### src/design/hds_pkg.sv
// ---------------------------------------------------------------------------
// hds_pkg: shared types and constants for the heat diffusion stencil
// Widths of the cell, gain and partial results, register codes and resets.
// ---------------------------------------------------------------------------
package hds_pkg;

  localparam int MaxSide  = 32;
  localparam int ColW     = (MaxSide > 1) ? $clog2(MaxSide) : 1;
  localparam int RowW     = $clog2(MaxSide + 2);   // rows run on to side + 1 in the flush
  localparam int SideW    = 6;
  localparam int TempW    = 16;
  localparam int GainW    = 16;                    // Q0.16
  localparam int CntW     = 4;                     // up to 8 neighbors
  localparam int SumW     = TempW + 3;
  localparam int DiffW    = SumW + 1;
  localparam int ProdW    = DiffW + GainW + 1;
  localparam int TotW     = ProdW + 1;
  localparam int CfgIdxW  = 2;
  localparam int CfgDataW = 16;

  localparam logic [TotW-1:0] RoundHalf = TotW'(1) << (GainW - 1);

  // register codes
  localparam logic [CfgIdxW-1:0] CfgGridSide = 2'd0;
  localparam logic [CfgIdxW-1:0] CfgGain     = 2'd1;
  localparam logic [CfgIdxW-1:0] CfgTol      = 2'd2;

  // reset values; the gain is the fixed-point form of the default physics
  localparam logic [SideW-1:0] SideRst = SideW'(MaxSide);
  localparam logic [GainW-1:0] GainRst = 16'd26651;
  localparam logic [TempW-1:0] TolRst  = 16'd16;

  typedef logic [TempW-1:0] temp_t;

  // one grid column of the 3x3 window: row above, middle row, row below
  typedef struct packed {
    temp_t up;
    temp_t mid;
    temp_t dn;
  } col_t;

  // per-item control that travels down the pipe
  typedef struct packed {
    logic emit;        // item completes a window, a result is due
    logic at_top;
    logic at_bottom;
    logic at_left;
    logic at_right;
    logic frame_last;
    logic at_eq;
  } tag_t;

endpackage

### src/design/hds_in_if.sv
// ---------------------------------------------------------------------------
// hds_in_if: input item channel
// Valid/ready stream of old cell temperatures in raster order.
// ---------------------------------------------------------------------------
interface hds_in_if;
  import hds_pkg::*;

  logic  valid;
  logic  ready;
  temp_t cell_temperature;

  modport source (output valid, output cell_temperature, input ready);
  modport sink   (input valid, input cell_temperature, output ready);
endinterface

### src/design/hds_out_if.sv
// ---------------------------------------------------------------------------
// hds_out_if: result item channel
// Valid/ready stream of updated cells with frame end and equilibrium flags.
// ---------------------------------------------------------------------------
interface hds_out_if;
  import hds_pkg::*;

  logic  valid;
  logic  ready;
  temp_t new_temperature;
  logic  frame_last;
  logic  at_equilibrium;

  modport source (output valid, output new_temperature, output frame_last,
                  output at_equilibrium, input ready);
  modport sink   (input valid, input new_temperature, input frame_last,
                  input at_equilibrium, output ready);
endinterface

### src/design/hds_line_buf.sv
// ---------------------------------------------------------------------------
// hds_line_buf: one grid row of storage
// Read-first single port RAM, registered read data, one access per enable.
// ---------------------------------------------------------------------------
module hds_line_buf (
  input  logic                     clk,
  input  logic                     en,
  input  logic [hds_pkg::ColW-1:0] addr,
  input  hds_pkg::temp_t           wdata,
  output hds_pkg::temp_t           rdata
);
  import hds_pkg::*;

  temp_t mem [MaxSide];
  temp_t rdata_r;

  always_ff @(posedge clk) begin
    if (en) begin
      rdata_r    <= mem[addr];
      mem[addr]  <= wdata;
    end
  end

  assign rdata = rdata_r;

endmodule

### src/design/hds_frame_ctrl.sv
// ---------------------------------------------------------------------------
// hds_frame_ctrl: raster position, flush sequencing and equilibrium check
// Tags each item entering the pipe (stage A) and generates flush items.
// ---------------------------------------------------------------------------
module hds_frame_ctrl (
  input  logic                      clk,
  input  logic                      rst_n,
  input  logic                      restart,
  input  logic [hds_pkg::SideW-1:0] side,
  input  hds_pkg::temp_t            tol,
  input  logic                      issue,
  input  hds_pkg::temp_t            cell_in,
  output logic                      flush,
  output logic [hds_pkg::ColW-1:0]  col,
  output hds_pkg::tag_t             issue_tag,
  output hds_pkg::temp_t            a_cell,
  output logic [hds_pkg::ColW-1:0]  a_col,
  output hds_pkg::tag_t             a_tag
);
  import hds_pkg::*;

  logic [RowW-1:0]  row_r, row_nxt;
  logic [ColW-1:0]  col_r, col_nxt;
  logic [ColW-1:0]  prow_r, prow_nxt;   // position of the next result
  logic [ColW-1:0]  pcol_r, pcol_nxt;
  logic             flush_r, flush_nxt;
  temp_t            ref_r, ref_nxt;
  logic             eq_r, eq_nxt;

  temp_t            a_cell_r;
  logic [ColW-1:0]  a_col_r;
  tag_t             a_tag_r;

  logic [SideW-1:0] side_m1;
  logic             col_end, row_end, emit, p_end_col, p_end_row, first;
  temp_t            ref_use, dev;

  always_comb begin
    side_m1   = side - SideW'(1);
    col_end   = (SideW'(col_r) == side_m1);
    row_end   = (row_r == RowW'(side_m1));
    // linear index >= side + 1
    emit      = (row_r >= RowW'(2)) || ((row_r == RowW'(1)) && (col_r != '0));
    p_end_col = (SideW'(pcol_r) == side_m1);
    p_end_row = (SideW'(prow_r) == side_m1);

    issue_tag = '{emit:       emit,
                  at_top:     (prow_r == '0),
                  at_bottom:  p_end_row,
                  at_left:    (pcol_r == '0),
                  at_right:   p_end_col,
                  frame_last: p_end_row && p_end_col,
                  at_eq:      eq_r && p_end_row && p_end_col};

    first   = !flush_r && (row_r == '0) && (col_r == '0);
    ref_use = first ? cell_in : ref_r;
    dev     = (cell_in > ref_use) ? (cell_in - ref_use) : (ref_use - cell_in);

    row_nxt   = row_r;
    col_nxt   = col_r;
    prow_nxt  = prow_r;
    pcol_nxt  = pcol_r;
    flush_nxt = flush_r;
    ref_nxt   = ref_r;
    eq_nxt    = eq_r;

    if (col_end) begin
      col_nxt = '0;
      row_nxt = row_r + RowW'(1);
    end else begin
      col_nxt = col_r + ColW'(1);
    end

    if (!flush_r) begin
      ref_nxt = ref_use;
      eq_nxt  = (first || eq_r) && (dev <= tol);
      if (row_end && col_end) begin
        flush_nxt = 1'b1;
      end
    end

    if (emit) begin
      if (p_end_col) begin
        pcol_nxt = '0;
        prow_nxt = prow_r + ColW'(1);
      end else begin
        pcol_nxt = pcol_r + ColW'(1);
      end
      // last result of the frame issued: frame done
      if (p_end_row && p_end_col) begin
        row_nxt   = '0;
        col_nxt   = '0;
        prow_nxt  = '0;
        pcol_nxt  = '0;
        flush_nxt = 1'b0;
      end
    end
  end

  always_ff @(posedge clk) begin
    if (!rst_n || restart) begin
      row_r   <= '0;
      col_r   <= '0;
      prow_r  <= '0;
      pcol_r  <= '0;
      flush_r <= 1'b0;
      ref_r   <= '0;
      eq_r    <= 1'b1;
    end else if (issue) begin
      row_r   <= row_nxt;
      col_r   <= col_nxt;
      prow_r  <= prow_nxt;
      pcol_r  <= pcol_nxt;
      flush_r <= flush_nxt;
      ref_r   <= ref_nxt;
      eq_r    <= eq_nxt;
    end
  end

  always_ff @(posedge clk) begin
    if (issue) begin
      a_cell_r <= cell_in;
      a_col_r  <= col_r;
      a_tag_r  <= issue_tag;
    end
  end

  assign flush  = flush_r;
  assign col    = col_r;
  assign a_cell = a_cell_r;
  assign a_col  = a_col_r;
  assign a_tag  = a_tag_r;

endmodule

### src/design/hds_window.sv
// ---------------------------------------------------------------------------
// hds_window: 3x3 window (stage C) and masked neighbor sum (stage D)
// Columns shift in one per item; out-of-grid neighbors are dropped.
// ---------------------------------------------------------------------------
module hds_window (
  input  logic                      clk,
  input  logic                      ld_c,
  input  hds_pkg::col_t             col_in,
  input  hds_pkg::tag_t             tag_in,
  input  logic                      ld_d,
  output logic                      c_emit,
  output logic [hds_pkg::SumW-1:0]  d_sum,
  output logic [hds_pkg::CntW-1:0]  d_cnt,
  output hds_pkg::temp_t            d_cell,
  output hds_pkg::tag_t             d_tag
);
  import hds_pkg::*;

  col_t            w0_r, w1_r, w2_r;   // left, center, right columns
  tag_t            c_tag_r;

  logic [SumW-1:0] d_sum_r;
  logic [CntW-1:0] d_cnt_r;
  temp_t           d_cell_r;
  tag_t            d_tag_r;

  temp_t           nb [8];
  logic [7:0]      use_nb;
  logic [SumW-1:0] sum_c;

  always_ff @(posedge clk) begin
    if (ld_c) begin
      w0_r    <= w1_r;
      w1_r    <= w2_r;
      w2_r    <= col_in;
      c_tag_r <= tag_in;
    end
  end

  always_comb begin
    nb[0] = w0_r.up;   use_nb[0] = !c_tag_r.at_top    && !c_tag_r.at_left;
    nb[1] = w0_r.mid;  use_nb[1] = !c_tag_r.at_left;
    nb[2] = w0_r.dn;   use_nb[2] = !c_tag_r.at_bottom && !c_tag_r.at_left;
    nb[3] = w1_r.up;   use_nb[3] = !c_tag_r.at_top;
    nb[4] = w1_r.dn;   use_nb[4] = !c_tag_r.at_bottom;
    nb[5] = w2_r.up;   use_nb[5] = !c_tag_r.at_top    && !c_tag_r.at_right;
    nb[6] = w2_r.mid;  use_nb[6] = !c_tag_r.at_right;
    nb[7] = w2_r.dn;   use_nb[7] = !c_tag_r.at_bottom && !c_tag_r.at_right;

    sum_c = '0;
    for (int i = 0; i < 8; i++) begin
      if (use_nb[i]) begin
        sum_c = sum_c + SumW'(nb[i]);
      end
    end
  end

  always_ff @(posedge clk) begin
    if (ld_d) begin
      d_sum_r  <= sum_c;
      d_cnt_r  <= CntW'($countones(use_nb));
      d_cell_r <= w1_r.mid;
      d_tag_r  <= c_tag_r;
    end
  end

  assign c_emit = c_tag_r.emit;
  assign d_sum  = d_sum_r;
  assign d_cnt  = d_cnt_r;
  assign d_cell = d_cell_r;
  assign d_tag  = d_tag_r;

endmodule

### src/design/hds_arith.sv
// ---------------------------------------------------------------------------
// hds_arith: Laplacian, gain multiply, round and saturate
// Stage E: sum - count*t. Stage F: times gain. Stage O: add t, round, clamp.
// ---------------------------------------------------------------------------
module hds_arith (
  input  logic                      clk,
  input  logic [hds_pkg::GainW-1:0] gain,
  input  logic                      ld_e,
  input  logic                      ld_f,
  input  logic                      ld_o,
  input  logic [hds_pkg::SumW-1:0]  d_sum,
  input  logic [hds_pkg::CntW-1:0]  d_cnt,
  input  hds_pkg::temp_t            d_cell,
  input  hds_pkg::tag_t             d_tag,
  output hds_pkg::temp_t            o_temp,
  output logic                      o_last,
  output logic                      o_eq
);
  import hds_pkg::*;

  logic        [SumW-1:0]  cnt_t;
  logic signed [DiffW-1:0] diff_c;
  logic signed [DiffW-1:0] e_diff_r;
  temp_t                   e_cell_r;
  tag_t                    e_tag_r;

  logic signed [GainW:0]   gain_s;
  logic signed [ProdW-1:0] prod_c;
  logic signed [ProdW-1:0] f_prod_r;
  temp_t                   f_cell_r;
  tag_t                    f_tag_r;

  logic signed [TotW-1:0]  total_c;
  temp_t                   sat_c;
  temp_t                   o_temp_r;
  logic                    o_last_r;
  logic                    o_eq_r;

  // stage E
  always_comb begin
    cnt_t  = SumW'(d_cnt) * SumW'(d_cell);
    diff_c = $signed({1'b0, d_sum}) - $signed({1'b0, cnt_t});
  end

  always_ff @(posedge clk) begin
    if (ld_e) begin
      e_diff_r <= diff_c;
      e_cell_r <= d_cell;
      e_tag_r  <= d_tag;
    end
  end

  // stage F
  always_comb begin
    gain_s = $signed({1'b0, gain});
    prod_c = e_diff_r * gain_s;
  end

  always_ff @(posedge clk) begin
    if (ld_f) begin
      f_prod_r <= prod_c;
      f_cell_r <= e_cell_r;
      f_tag_r  <= e_tag_r;
    end
  end

  // stage O: t in Q.16 plus the update, round half up, clamp to 16 bits
  always_comb begin
    total_c = $signed({{(TotW - TempW - GainW){1'b0}}, f_cell_r, {GainW{1'b0}}})
            + TotW'(f_prod_r) + $signed(RoundHalf);
    if (total_c[TotW-1]) begin
      sat_c = '0;
    end else if (|total_c[TotW-2:TempW+GainW]) begin
      sat_c = '1;
    end else begin
      sat_c = total_c[TempW+GainW-1:GainW];
    end
  end

  always_ff @(posedge clk) begin
    if (ld_o) begin
      o_temp_r <= sat_c;
      o_last_r <= f_tag_r.frame_last;
      o_eq_r   <= f_tag_r.at_eq;
    end
  end

  assign o_temp = o_temp_r;
  assign o_last = o_last_r;
  assign o_eq   = o_eq_r;

endmodule

### src/design/heat_diffusion_stencil_core.sv
// ---------------------------------------------------------------------------
// heat_diffusion_stencil_core: one explicit heat diffusion step, 3x3 stencil
// Streams a square grid in raster order, emits updated cells one row plus
// one cell behind, flushes the tail of the frame after its last cell.
// ---------------------------------------------------------------------------
//
// Port     Way  Flow control        Carries
// in_if    in   valid / ready       cell_temperature, Q12.4 K, raster order
// out_if   out  valid / ready       new_temperature, frame_last, at_equilibrium
// cfg_*    in   cfg_we, no stall    cfg_idx selects grid side / gain / tolerance
//
// One item per cycle in steady state while out_if is not stalled. Seven register stages from an item
// entering to the result it completes appearing on out_if.
// After a frame's last cell, side + 1 flush items are generated internally,
// one per cycle while stage A can take them; in_if.ready stays low until all are issued.
// Synchronous active-low reset clears control and valids; line buffers hold
// garbage until written, which is never read unmasked. No clearing pass.
// Each stage advances when the next is empty or moving, so bubbles close up
// and a stall on out_if holds every item in place.
//
// Pipe: A frame position + row-above line buffer read
//       B row-two-above line buffer read
//       C 3x3 window, D masked neighbor sum, E Laplacian,
//       F gain multiply, O round / saturate / output register
// ---------------------------------------------------------------------------
module heat_diffusion_stencil_core (
  input  logic                        clk,
  input  logic                        rst_n,
  hds_in_if.sink                      in_if,
  hds_out_if.source                   out_if,
  input  logic                        cfg_we,
  input  logic [hds_pkg::CfgIdxW-1:0] cfg_idx,
  input  logic [hds_pkg::CfgDataW-1:0] cfg_wdata
);
  import hds_pkg::*;

  // configuration
  logic [SideW-1:0] side_r;
  logic [GainW-1:0] gain_r;
  temp_t            tol_r;
  logic [SideW-1:0] side_wr, side_wr_eff;
  logic             cfg_restart;

  // pipe control
  logic v_a_r, v_b_r, v_c_r, v_d_r, v_e_r, v_f_r, v_o_r;
  logic en_a, en_b, en_c, en_d, en_e, en_f, en_o;
  logic issue, ld_b, ld_c, ld_d, ld_e, ld_f, ld_o;

  // stage A
  logic             flush;
  logic [ColW-1:0]  col;
  tag_t             issue_tag;
  temp_t            issue_cell;
  temp_t            a_cell;
  logic [ColW-1:0]  a_col;
  tag_t             a_tag;
  temp_t            l1_rdata;

  // stage B
  temp_t            l2_rdata;
  temp_t            b_mid_r, b_dn_r;
  tag_t             b_tag_r;
  col_t             b_col;

  // stages C..O
  logic             c_emit;
  logic [SumW-1:0]  d_sum;
  logic [CntW-1:0]  d_cnt;
  temp_t            d_cell;
  tag_t             d_tag;

  // ------------------------------------------------------------------
  // Configuration registers. Grid side is clamped to 1..MaxSide on write
  // and restarts the frame.
  // ------------------------------------------------------------------
  always_comb begin
    side_wr = cfg_wdata[SideW-1:0];
    if (side_wr == '0) begin
      side_wr_eff = SideW'(1);
    end else if (side_wr > SideW'(MaxSide)) begin
      side_wr_eff = SideW'(MaxSide);
    end else begin
      side_wr_eff = side_wr;
    end
    cfg_restart = cfg_we && (cfg_idx == CfgGridSide);
  end

  always_ff @(posedge clk) begin
    if (!rst_n) begin
      side_r <= SideRst;
      gain_r <= GainRst;
      tol_r  <= TolRst;
    end else if (cfg_we) begin
      unique case (cfg_idx)
        CfgGridSide: side_r <= side_wr_eff;
        CfgGain:     gain_r <= cfg_wdata[GainW-1:0];
        CfgTol:      tol_r  <= cfg_wdata[TempW-1:0];
        default: ;
      endcase
    end
  end

  // ------------------------------------------------------------------
  // Stage enables: a stage loads when it is empty or its item moves on.
  // ------------------------------------------------------------------
  always_comb begin
    en_o = !v_o_r || out_if.ready;
    en_f = !v_f_r || en_o;
    en_e = !v_e_r || en_f;
    en_d = !v_d_r || en_e;
    en_c = !v_c_r || en_d;
    en_b = !v_b_r || en_c;
    en_a = !v_a_r || en_b;

    // flush items take the input slot while the frame tail drains
    issue = en_a && (flush || in_if.valid);
    ld_b  = en_b && v_a_r;
    ld_c  = en_c && v_b_r;
    ld_d  = en_d && v_c_r && c_emit;
    ld_e  = en_e && v_d_r;
    ld_f  = en_f && v_e_r;
    ld_o  = en_o && v_f_r;

    issue_cell = flush ? '0 : in_if.cell_temperature;
  end

  assign in_if.ready = en_a && !flush;

  always_ff @(posedge clk) begin
    if (!rst_n) begin
      v_a_r <= 1'b0;
      v_b_r <= 1'b0;
      v_c_r <= 1'b0;
      v_d_r <= 1'b0;
      v_e_r <= 1'b0;
      v_f_r <= 1'b0;
      v_o_r <= 1'b0;
    end else begin
      if (en_a) v_a_r <= issue;
      if (en_b) v_b_r <= v_a_r;
      if (en_c) v_c_r <= v_b_r;
      if (en_d) v_d_r <= v_c_r && c_emit;   // items with no result end here
      if (en_e) v_e_r <= v_d_r;
      if (en_f) v_f_r <= v_e_r;
      if (en_o) v_o_r <= v_f_r;
    end
  end

  // ------------------------------------------------------------------
  // Stage A: position tracking, equilibrium, row above from line 1
  // ------------------------------------------------------------------
  hds_frame_ctrl u_frame_ctrl (
    .clk       (clk),
    .rst_n     (rst_n),
    .restart   (cfg_restart),
    .side      (side_r),
    .tol       (tol_r),
    .issue     (issue),
    .cell_in   (issue_cell),
    .flush     (flush),
    .col       (col),
    .issue_tag (issue_tag),
    .a_cell    (a_cell),
    .a_col     (a_col),
    .a_tag     (a_tag)
  );

  hds_line_buf u_line1 (
    .clk   (clk),
    .en    (issue),
    .addr  (col),
    .wdata (issue_cell),
    .rdata (l1_rdata)
  );

  // ------------------------------------------------------------------
  // Stage B: line 2 delays line 1 by one more row
  // ------------------------------------------------------------------
  hds_line_buf u_line2 (
    .clk   (clk),
    .en    (ld_b),
    .addr  (a_col),
    .wdata (l1_rdata),
    .rdata (l2_rdata)
  );

  always_ff @(posedge clk) begin
    if (ld_b) begin
      b_mid_r <= l1_rdata;
      b_dn_r  <= a_cell;
      b_tag_r <= a_tag;
    end
  end

  assign b_col = '{up: l2_rdata, mid: b_mid_r, dn: b_dn_r};

  // ------------------------------------------------------------------
  // Stages C, D: window and neighbor sum
  // ------------------------------------------------------------------
  hds_window u_window (
    .clk    (clk),
    .ld_c   (ld_c),
    .col_in (b_col),
    .tag_in (b_tag_r),
    .ld_d   (ld_d),
    .c_emit (c_emit),
    .d_sum  (d_sum),
    .d_cnt  (d_cnt),
    .d_cell (d_cell),
    .d_tag  (d_tag)
  );

  // ------------------------------------------------------------------
  // Stages E, F, O: arithmetic and output register
  // ------------------------------------------------------------------
  hds_arith u_arith (
    .clk    (clk),
    .gain   (gain_r),
    .ld_e   (ld_e),
    .ld_f   (ld_f),
    .ld_o   (ld_o),
    .d_sum  (d_sum),
    .d_cnt  (d_cnt),
    .d_cell (d_cell),
    .d_tag  (d_tag),
    .o_temp (out_if.new_temperature),
    .o_last (out_if.frame_last),
    .o_eq   (out_if.at_equilibrium)
  );

  assign out_if.valid = v_o_r;

  // ------------------------------------------------------------------
  // Assertions
  // ------------------------------------------------------------------
  // equilibrium is only reported on the frame's last result
  a_eq_on_last: assert property (@(posedge clk) disable iff (!rst_n)
    out_if.valid && out_if.at_equilibrium |-> out_if.frame_last)
    else $error("at_equilibrium set on a result that is not frame_last");

  // issuing the frame's last result ends the flush
  a_flush_ends: assert property (@(posedge clk) disable iff (!rst_n)
    flush && issue && issue_tag.emit && issue_tag.frame_last |=> !flush)
    else $error("flush did not end after the frame's last result");

  // while flushing, every open slot of stage A is filled by a flush item
  a_flush_feeds: assert property (@(posedge clk) disable iff (!rst_n)
    flush && en_a && !cfg_restart |=> v_a_r)
    else $error("flush left a bubble in stage A");

endmodule

### src/flat_wrapper.sv
// flat-port wrapper written by rule: the top's interface ports become plain ports
module heat_diffusion_stencil_core_flat import hds_pkg::*;
  (clk, rst_n, cfg_we, cfg_idx, cfg_wdata, in_if_valid, in_if_cell_temperature, in_if_ready, out_if_valid, out_if_new_temperature, out_if_frame_last, out_if_at_equilibrium, out_if_ready);
  hds_in_if in_if_i ();
  hds_out_if out_if_i ();
  input  logic clk;
  input  logic rst_n;
  input  logic cfg_we;
  input  logic [hds_pkg::CfgIdxW-1:0] cfg_idx;
  input  logic [hds_pkg::CfgDataW-1:0] cfg_wdata;
  input wire logic [$bits(in_if_i.valid)-1:0] in_if_valid;
  input wire logic [$bits(in_if_i.cell_temperature)-1:0] in_if_cell_temperature;
  output wire logic [$bits(in_if_i.ready)-1:0] in_if_ready;
  output wire logic [$bits(out_if_i.valid)-1:0] out_if_valid;
  output wire logic [$bits(out_if_i.new_temperature)-1:0] out_if_new_temperature;
  output wire logic [$bits(out_if_i.frame_last)-1:0] out_if_frame_last;
  output wire logic [$bits(out_if_i.at_equilibrium)-1:0] out_if_at_equilibrium;
  input wire logic [$bits(out_if_i.ready)-1:0] out_if_ready;
  assign in_if_i.valid = in_if_valid;
  assign in_if_i.cell_temperature = in_if_cell_temperature;
  assign in_if_ready = in_if_i.ready;
  assign out_if_valid = out_if_i.valid;
  assign out_if_new_temperature = out_if_i.new_temperature;
  assign out_if_frame_last = out_if_i.frame_last;
  assign out_if_at_equilibrium = out_if_i.at_equilibrium;
  assign out_if_i.ready = out_if_ready;
  heat_diffusion_stencil_core u_core (.clk(clk), .rst_n(rst_n), .in_if(in_if_i), .out_if(out_if_i), .cfg_we(cfg_we), .cfg_idx(cfg_idx), .cfg_wdata(cfg_wdata));
endmodule
### config.mk
export PLATFORM = sky130hd
export DESIGN_NAME = heat_diffusion_stencil_core_flat
export DESIGN_NICKNAME = d
export VERILOG_FILES = /design/src/design/hds_pkg.sv /design/src/design/hds_in_if.sv /design/src/design/hds_out_if.sv /design/src/design/hds_line_buf.sv /design/src/design/hds_frame_ctrl.sv /design/src/design/hds_window.sv /design/src/design/hds_arith.sv /design/src/design/heat_diffusion_stencil_core.sv /design/src/flat_wrapper.sv
export SDC_FILE = /design/constraint.sdc
export NUM_CORES = 2
export LEC_CHECK = 0
export ABC_AREA = 1
export BUFFER_PORTS_ARGS = -buffer_cell sky130_fd_sc_hd__buf_2
export CAP_MARGIN = 20
export CELL_PAD_IN_SITES_DETAIL_PLACEMENT = 0
export CELL_PAD_IN_SITES_GLOBAL_PLACEMENT = 1
export CORE_MARGIN = 2
export CORE_UTILIZATION = 47
export CTS_CLUSTER_SIZE = 40
export DETAILED_ROUTE_END_ITERATION = 6
export GPL_ROUTABILITY_DRIVEN = 0
export PLACE_DENSITY = 0.83
export SLEW_MARGIN = 5
export SYNTH_ARGS = -nofsm -noshare
export SYNTH_HDL_FRONTEND = slang
export SYNTH_SLANG_ARGS = --single-unit
### constraint.sdc
create_clock -name clk -period 8.6 [get_ports clk]
set_input_delay 0.86 -clock clk [delete_from_list [all_inputs] [get_ports clk]]
set_output_delay 0.86 -clock clk [all_outputs]
set_load 0.005 [all_outputs]
## After elaboration in Yosys (flattened, before gate mapping)

Memories as Yosys holds them, arrays and structs flattened. A register that Yosys moved wholly into a read port is not among the register bits.
Cells that the tools add are included.

| storage, ports and cells | value |
|---|---|
| register bits | 454 |
| bits in writable memories | 1024 |
| input bits | 39 |
| memories kept | 2 |

| operators by class | value |
|---|---|
| add/sub/neg operators | 24 |
| multiply operators | 2 |
| order comparisons | 4 |
| equal/unequal tests | 7 |
| mux-type cells | 32 |
| bitwise logic cells | 1 |
| reductions and logical operators | 62 |

Memory list:

| memory | depth | width | rd ports | clocked after memory_dff | wr ports | line | RTL |
|---|---|---|---|---|---|---|---|
| u_core.u_line1.mem | 32 | 16 | 1 | 1 | 1 | hds_line_buf.sv:14 | `temp_t mem [MaxSide];` |
| u_core.u_line2.mem | 32 | 16 | 1 | 1 | 1 | hds_line_buf.sv:14 |  |

Operator list:

| cell | count |
|---|---|
| $add A19 B16 Y19 | 7 |
| $mux W19 | 7 |
| $mux W16 | 5 |
| $add A33 B37 Y38 | 1 |
| $add A38 B17 Y38 const B | 1 |
| $mul A20 B17 Y37 | 1 |
| $mux W5 | 7 |
| $sub A16 B16 Y16 | 2 |
| $mux W6 | 5 |
| $logic_and A1 B1 Y1 | 23 |
| $sub A19 B19 Y20 | 1 |
| $mul A4 B16 Y19 | 1 |
| $eq A5 B6 Y1 | 3 |
| $gt A16 B16 Y1 | 1 |
| $le A16 B16 Y1 | 1 |
| $add A5 B1 Y5 const B | 3 |
| $logic_not A5 Y1 | 3 |
| $logic_not A1 Y1 | 13 |
| $logic_not A6 Y1 | 2 |
| $logic_or A1 B1 Y1 | 11 |
| $reduce_and A2 Y1 | 5 |
| $add A1 B1 Y2 | 4 |
| $mux W1 | 8 |
| $add A2 B2 Y3 | 2 |
| other kinds (15) | 15 |

## Longest topological paths before layout

| depth | value |
|---|---|
| word-level depth | 17 |
| mapped depth | 72 |
| gate-level depth less buffers | 70 |

## By module

A second synthesis with hierarchy kept.

| unflattened totals | value |
|---|---|
| cells, all modules | 9069 |
| area, all modules | 85331.8 um^2 |

By module, submodules not included:

| module | instances | cells each | area an instance (um^2) |
|---|---|---|---|
| hds_line_buf at u_core.u_line2 | 1 | 2074 | 22101.2 |
| hds_line_buf at u_core.u_line1 | 1 | 2074 | 22079.9 |
| hds_arith | 1 | 2395 | 19494.9 |
| hds_window | 1 | 1436 | 13028.7 |
| hds_frame_ctrl | 1 | 800 | 5655.4 |
| heat_diffusion_stencil_core | 1 | 290 | 2971.6 |

## Least setup slack after synthesis

OpenSTA, ideal clock, no wires.

| timing | value |
|---|---|
| path kind | register -> register |
| start point | register u_core.u_window.c_tag_r[5] (netlist name) |
| end point | register u_core.u_window.d_sum_r[18] (netlist: u_core.u_window.d_sum[18]), data pin |
| setup time | 0.252 ns |
| data arrival time | 9.176 ns |
| setup slack | -0.828 ns |
| cell stages (with the launch flop) | 66 |
| buffers on the path | 1 |
| period minus slack after synthesis | 9.428 ns |
| cells stage by stage | edfxtp_1 -> nor2_8 -> inv_1 -> clkbuf_1 -> nor2_1 -> ha_1 -> a21o_1 -> nand2_1 -> nand2_1 -> nand2_1 -> nand2_1 -> a21oi_2 -> o21ai_1 -> or2_2 -> nand3_1 -> inv_1 -> ha_1 -> inv_1 -> [30 not listed] -> a21oi_1 -> ha_1 -> nand2_1 -> nand2_1 -> or3_1 -> nand2_1 -> nand2_1 -> and2_1 -> ha_1 -> nand2_1 -> nor2_1 -> nand4_1 -> o21ai_0 -> nand2_1 -> nor2_2 -> nand3_1 -> nand2_1 -> nand2_1 |

| between the ends | value |
|---|---|
| word-level cells in the longest chain between the ends | 17 |
| elaborated cells on any way between the ends | 18 |
| classes of those cells | 7 x add/sub; 8 x mux; 3 x reduce/logical |

RTL lines:

| element | line | RTL |
|---|---|---|
| start: declaration | hds_window.sv:20 | `tag_t c_tag_r;` |
| start signal: assignment | hds_window.sv:36 | `c_tag_r <= tag_in;` |
| $logic_not A1 Y1 | hds_window.sv:41, hds_window.sv:46 |  |
| $logic_and A1 B1 Y1 | hds_window.sv:41 | `nb[0] = w0_r.up; use_nb[0] = !c_tag_r.at_top && !c_tag_r.at_left;` |
| $mux W16 | hds_window.sv:52 | `if (use_nb[i]) begin` |
| $add A19 B16 Y19 | hds_window.sv:53 | `sum_c = sum_c + SumW'(nb[i]);` |
| $mux W19 | hds_window.sv:52 |  |
| $add A19 B16 Y19 | hds_window.sv:53 |  |
| $mux W19 | hds_window.sv:52 |  |
| $add A19 B16 Y19 | hds_window.sv:53 |  |
| [2 not listed] | n/a |  |
| $mux W19 | hds_window.sv:52 |  |
| $add A19 B16 Y19 | hds_window.sv:53 |  |
| $mux W19 (*) | hds_window.sv:52 |  |
| $add A19 B16 Y19 | hds_window.sv:53 |  |
| $mux W19 (*) | hds_window.sv:52 |  |
| $add A19 B16 Y19 | hds_window.sv:53 |  |
| $mux W19 (*) | hds_window.sv:52 |  |
| via u_core.u_window.sum_c[18] | hds_window.sv:29 | `logic [SumW-1:0] sum_c;` |
| end signal: assignment | hds_window.sv:60 | `d_sum_r <= sum_c;` |
| end: declaration | hds_window.sv:22 | `logic [SumW-1:0] d_sum_r;` |

The timed path passes the listed nets; every way through them passes the cells marked *.
A chain may end at the register's enable or synchronous reset.

## Final worst setup path

| timing | value |
|---|---|
| start point | register u_core.u_window.c_tag_r[3] (netlist name) |
| end point | register u_core.u_window.d_sum_r[17] (netlist: u_core.u_window.d_sum[17]), data pin |

| between the ends | value |
|---|---|
| word-level cells in the longest chain between the ends | 17 |
| elaborated cells on any way between the ends | 18 |
| classes of those cells | 7 x add/sub; 8 x mux; 3 x reduce/logical |

RTL lines:

| element | line |
|---|---|
| $logic_not A1 Y1 | hds_window.sv:41, hds_window.sv:43 |
| $logic_and A1 B1 Y1 | hds_window.sv:41 |
| $mux W16 | hds_window.sv:52 |
| $add A19 B16 Y19 | hds_window.sv:53 |
| $mux W19 | hds_window.sv:52 |
| $add A19 B16 Y19 | hds_window.sv:53 |
| $mux W19 (*) | hds_window.sv:52 |
| $add A19 B16 Y19 | hds_window.sv:53 |
| [2 not listed] | n/a |
| $mux W19 (*) | hds_window.sv:52 |
| $add A19 B16 Y19 | hds_window.sv:53 |
| $mux W19 (*) | hds_window.sv:52 |
| $add A19 B16 Y19 | hds_window.sv:53 |
| $mux W19 (*) | hds_window.sv:52 |
| $add A19 B16 Y19 | hds_window.sv:53 |
| $mux W19 (*) | hds_window.sv:52 |
| via u_core.u_window.sum_c[17] | hds_window.sv:29 |

Marked as above.

==> results by stage <==
Outcome:
- The run finished, with violations left.
- The checks that failed: negative setup slack.

Power:
- The peak supply drop is 253 uV.
- Dividing total power by cell area gives a power density of 223 mW/mm^2.
- Total power for the finished layout comes to 0.0203 W.
- The leakage power total is 36.2 nW.

Detailed routing:
- The count of routing violations after the opening detailed-route iteration is 5,382.
- The post-route antenna net violation count is 0.
- After detailed routing, the number of vias per cell comes to 5.59.
- Dividing the detail-routed wire length by the instance count gives 20.9 um.
- The via total after detailed routing is 54.7k.
- The detailed-routing iteration count for the pre-antenna-repair pass is 6.
- The total DRC errors in the routed layout is 0.
- Wires add up to 204 mm.

Synthesis:
- The number of synthesized register bits is 1,495.
- Counting flops with a built-in enable in the synthesized netlist gives 1,411.
- The largest family of logic cells by synthesized area is adder cells.
- The basic-gate share of the synthesized area counting and, or, nand and nor cells is 10.1%.
- The cell count after synthesis came out at 7,037.
- The sequential-to-total area share from yosys stat is 56.2%.
- Counting flops with an async set or reset pin after synthesis yields a share of 0%.
- Of the post-synthesis cell area, the part taken by muxes is 0.0989%.
- After synthesis the cells add up to 0.0784 mm^2.
- The synthesized area per cell is 11.1 um^2.
- Of the total synthesized cell area, the portion taken by XOR and XNOR cells is 1.78%.
- The most used flip-flop cell after synthesis is edfxtp_1.
- The Yosys step of the flow raised 0 warnings.
- Summing the areas of all compound-gate instances in the mapped netlist gives 11.3% of the synthesized area.
- Summing the areas of all fa, ha and maj instances in the mapped netlist gives 14.5% of the synthesized area.
- Synthesis instantiated 67 different standard cells from the library.
- The total nets after synthesis is 7,768.

Global route:
- For this run the aggregate overflow at the end of global routing stands at 0.
- The first-pass GRT wire length is 313 mm.
- The number of global-route vias before repair is 54.4k.
- The initial antenna violation count is 7.
- Across every metal layer, demand over resource in global routing totals 23.9%.
- Entering global routing, the biggest net connects 152 pins.

Floorplanning:
- The die outline area is 0.170 mm^2.
- Measured along the x axis, the die boundary spans 413 um.
- The die is 413 um tall.
- The effective utilization at floorplan is 47.4%.
- The number of core rows is 149.
- The I/O pin count is 59.
- The total core area is 0.165 mm^2.

Cells and area:
- The most common cell after layout, fill and taps aside is edfxtp_1.
- The number of cells in the finished layout apart from fillers is 9,784.
- The layout overhead on the synthesized area is 15.7%.
- The finished cells cover 0.0908 mm^2.
- The net count of the finished layout is 8,197.
- The fraction of the core area covered by cells at the end of the flow is 54.9%.
- Counting the fill cells in the layout gives 13.5k.
- The post-route netlist has 15.2% of its cells at a drive strength greater than 1.
- In the layout the commonest cells are edfxtp_1, nand2_1, inv_1.

Worst setup path:
- The worst setup path is launched from a register.
- STA classifies the critical path endpoint as a register.
- The cell with the most instances on the worst path is a21oi_2.
- Measured in cells, the most critical reg-to-reg path has a length of 58.
- The arrival time reported for the critical path endpoint is 9.76 ns.
- The maximum net fanout on the critical path is 5.
- The classification of the worst setup path is register to register.
- The required time of the worst setup path is 9.15 ns.
- The standard cell with the maximum stage delay on the critical path is edfxtp_1.
- The setup check on the worst reg-to-reg path leaves a slack of -0.61 ns.
- For this run, the slowest stage of the critical path takes 0.48 ns.

Clock tree:
- The number of sinks on the clock net is 1,495.
- The CTS tree is yes.
- For this design, the CTS-stage hold fixing added 0 buffers.
- The number of H-tree levels is 4.
- The total clock buffers created by CTS is 154.
- The largest buffer count on any clock path is 3.
- The insertion delay to the later sink of the worst-skew pair is 0.80 ns.
- In this run the clock root is driven by a clkbuf_16.
- The clock transition at the register clock pins on the worst setup and hold paths after CTS is 0.06 ns.

Timing:
- Timing would allow up to 0.109 GHz.
- The number of max-slew violations in the final report is 0.
- The headroom to the max-slew limit is 22.8%.
- For the finished layout, the period the worst path requires is 9.21 ns.
- Setup repair after global routing could not meet its margin everywhere.
- The slew at the pin closest to its max-slew limit is 1.16 ns.
- The total count of hold-check failures in the final report came to 0.
- Setup slack on the critical path of the routed design comes to -0.614 ns.
- The post-route clock period utilization is 107%.
- Setup violations remaining at the end of the flow were counted as 7.
- The clock arrives with 0.0293 ns of skew.

Hold path:
- Counting instances, the worst hold path has a depth of 3.
- The worst min-delay path class is input pin to register.

Job:
- The count of max-cap constraint violations is 0.

Place:
- In this run the cell area measured after placement is 0.0841 mm^2.
- The half-perimeter wire length after detailed placement is 136 mm.
- Buffers placed on the I/O ports in this run total 58.
- After detailed placement, the design holds a cell count of 9,407.
==> layer usage <==
layer	wire [um]	GRT usage [%]
met5	29	0
met4	6920	8.44
met3	15800	3.76
met2	97500	39.1
met1	83900	32.4
==> worst max-delay path: cells and delay by family (launching register included) <==
family | cells | cell delay, ns
DFF | 1 | 0.48
adders and majority gates | 7 | 1.96
buffers and inverters | 7 | 0.61
AOI/OAI and AO/OA | 21 | 3.43
xor gates and xnor gates | 3 | 0.47
and+or+nand+nor | 20 | 2.01
==> layout make-up <==
| class | instances | area, um^2 | area share (%) |
|---|---|---|---|
| clock inverter | 91 | 885 | 0.975 |
| clock buffer | 192 | 4110 | 4.53 |
| antenna | 2 | 5.00 | 0.00551 |
| sequential | 1495 | 44100 | 48.6 |
| timing repair buffer | 564 | 4220 | 4.65 |
| multi-input combinational | 4283 | 31100 | 34.2 |
| inverter | 968 | 3650 | 4.02 |
| tap | 2189 | 2740 | 3.02 |
==> report_power, final <==
| part | switching (W) | leakage, nW | internal [W] |
|---|---|---|---|
| Sequential | 0.0000871 | 13.5 | 0.00832 |
| Clock | 0.00284 | 2.43 | 0.00368 |
| Combinational | 0.00334 | 20.3 | 0.00201 |
==> cell usage after synthesis (5+ instances only) <==
cell       count  area [um^2]
nand3_1      120          601
o21a_1         7         52.6
o31ai_1        5         37.5
dfxtp_1       84         1680
o21ai_1       32          160
nand3_2        5         50.1
o211ai_1      13         97.6
a211oi_1      20          150
inv_2          7         26.3
o21ai_0      438         2190
xor2_1       104          911
fa_1         361         7230
a31oi_1       20          125
or2_2         32          200
o21ai_2        5         43.8
o21bai_1      19          143
o2111ai_1      5         43.8
nand4_1       32          200
xnor2_1       55          482
a22o_1        30          263
ha_1         331         4140
nor2_1       580         2180
clkbuf_1     254          953
nand2_2       16          100
a21boi_1       5         37.5
nand3b_1       7         52.6
buf_2          9         45.0
mux2_2         6         67.6
a221oi_1      35          307
nor4_1        23          144
inv_1        957         3590
or4_1          6         45.0
nand2_1     1060         3980
a21boi_0       7         52.6
a22oi_1      256         1920
o22ai_1      137          857
nor3_1        38          190
edfxtp_1    1411        42400
buf_1         25         93.8
a21o_1        12         90.1
a21oi_1      417         2090
==> cell families after synthesis <==
kind of cell	after synthesis
DFF	1495
and+or+nand+nor	1944
buffers and inverters	1259
AOI/OAI and AO/OA	1481
xor gates and xnor gates	159
muxes	7
adders and majority gates	692
==> state kept, by name, indices dropped and copies added (netlist names), 19 cells and up <==
name                     flops
u_core.u_line1.mem         512
u_core.u_arith.f_prod_r     22
u_core.u_window.nb         128
u_core.u_window.d_sum       19
u_core.u_line2.mem         512
u_core.u_arith.e_diff_r     20
==> per-stage QoR <==
stage,worst slack (ns),hold slack [ns],setup TNS (ns)
6_report,-0.614,0.333,-2.26
5_1_grt,-1.05,0.327,-6.80
4_1_cts,-0.427,0.288,-1.44
3_5_place_dp,-0.863,0.405,-4.21
3_3_place_gp,-0.736,0.401,-3.24
2_1_floorplan,-0.123,0.400,-0.321
==> final timing paths <==
path	start	to
setup reg to reg	u_core.u_window.c_tag_r[3]	u_core.u_window.d_sum[17]
hold / removal	cfg_wdata[13]	u_core.gain_r[13]
setup / recovery	u_core.u_window.c_tag_r[3]	u_core.u_window.d_sum[17]
hold reg to reg	u_core.b_mid_r[6]	u_core.u_window.nb[22]
==> repair_timing <==
action / in CTS / in global routing
gates resized for setup: 125 / 93
setup endpoints to repair: 10 / 12
cloned: 0 / 0
setup buffers: 74 / 13
pin swaps: 121 / 86
No activity file was read; power rests on OpenSTA's default activity.
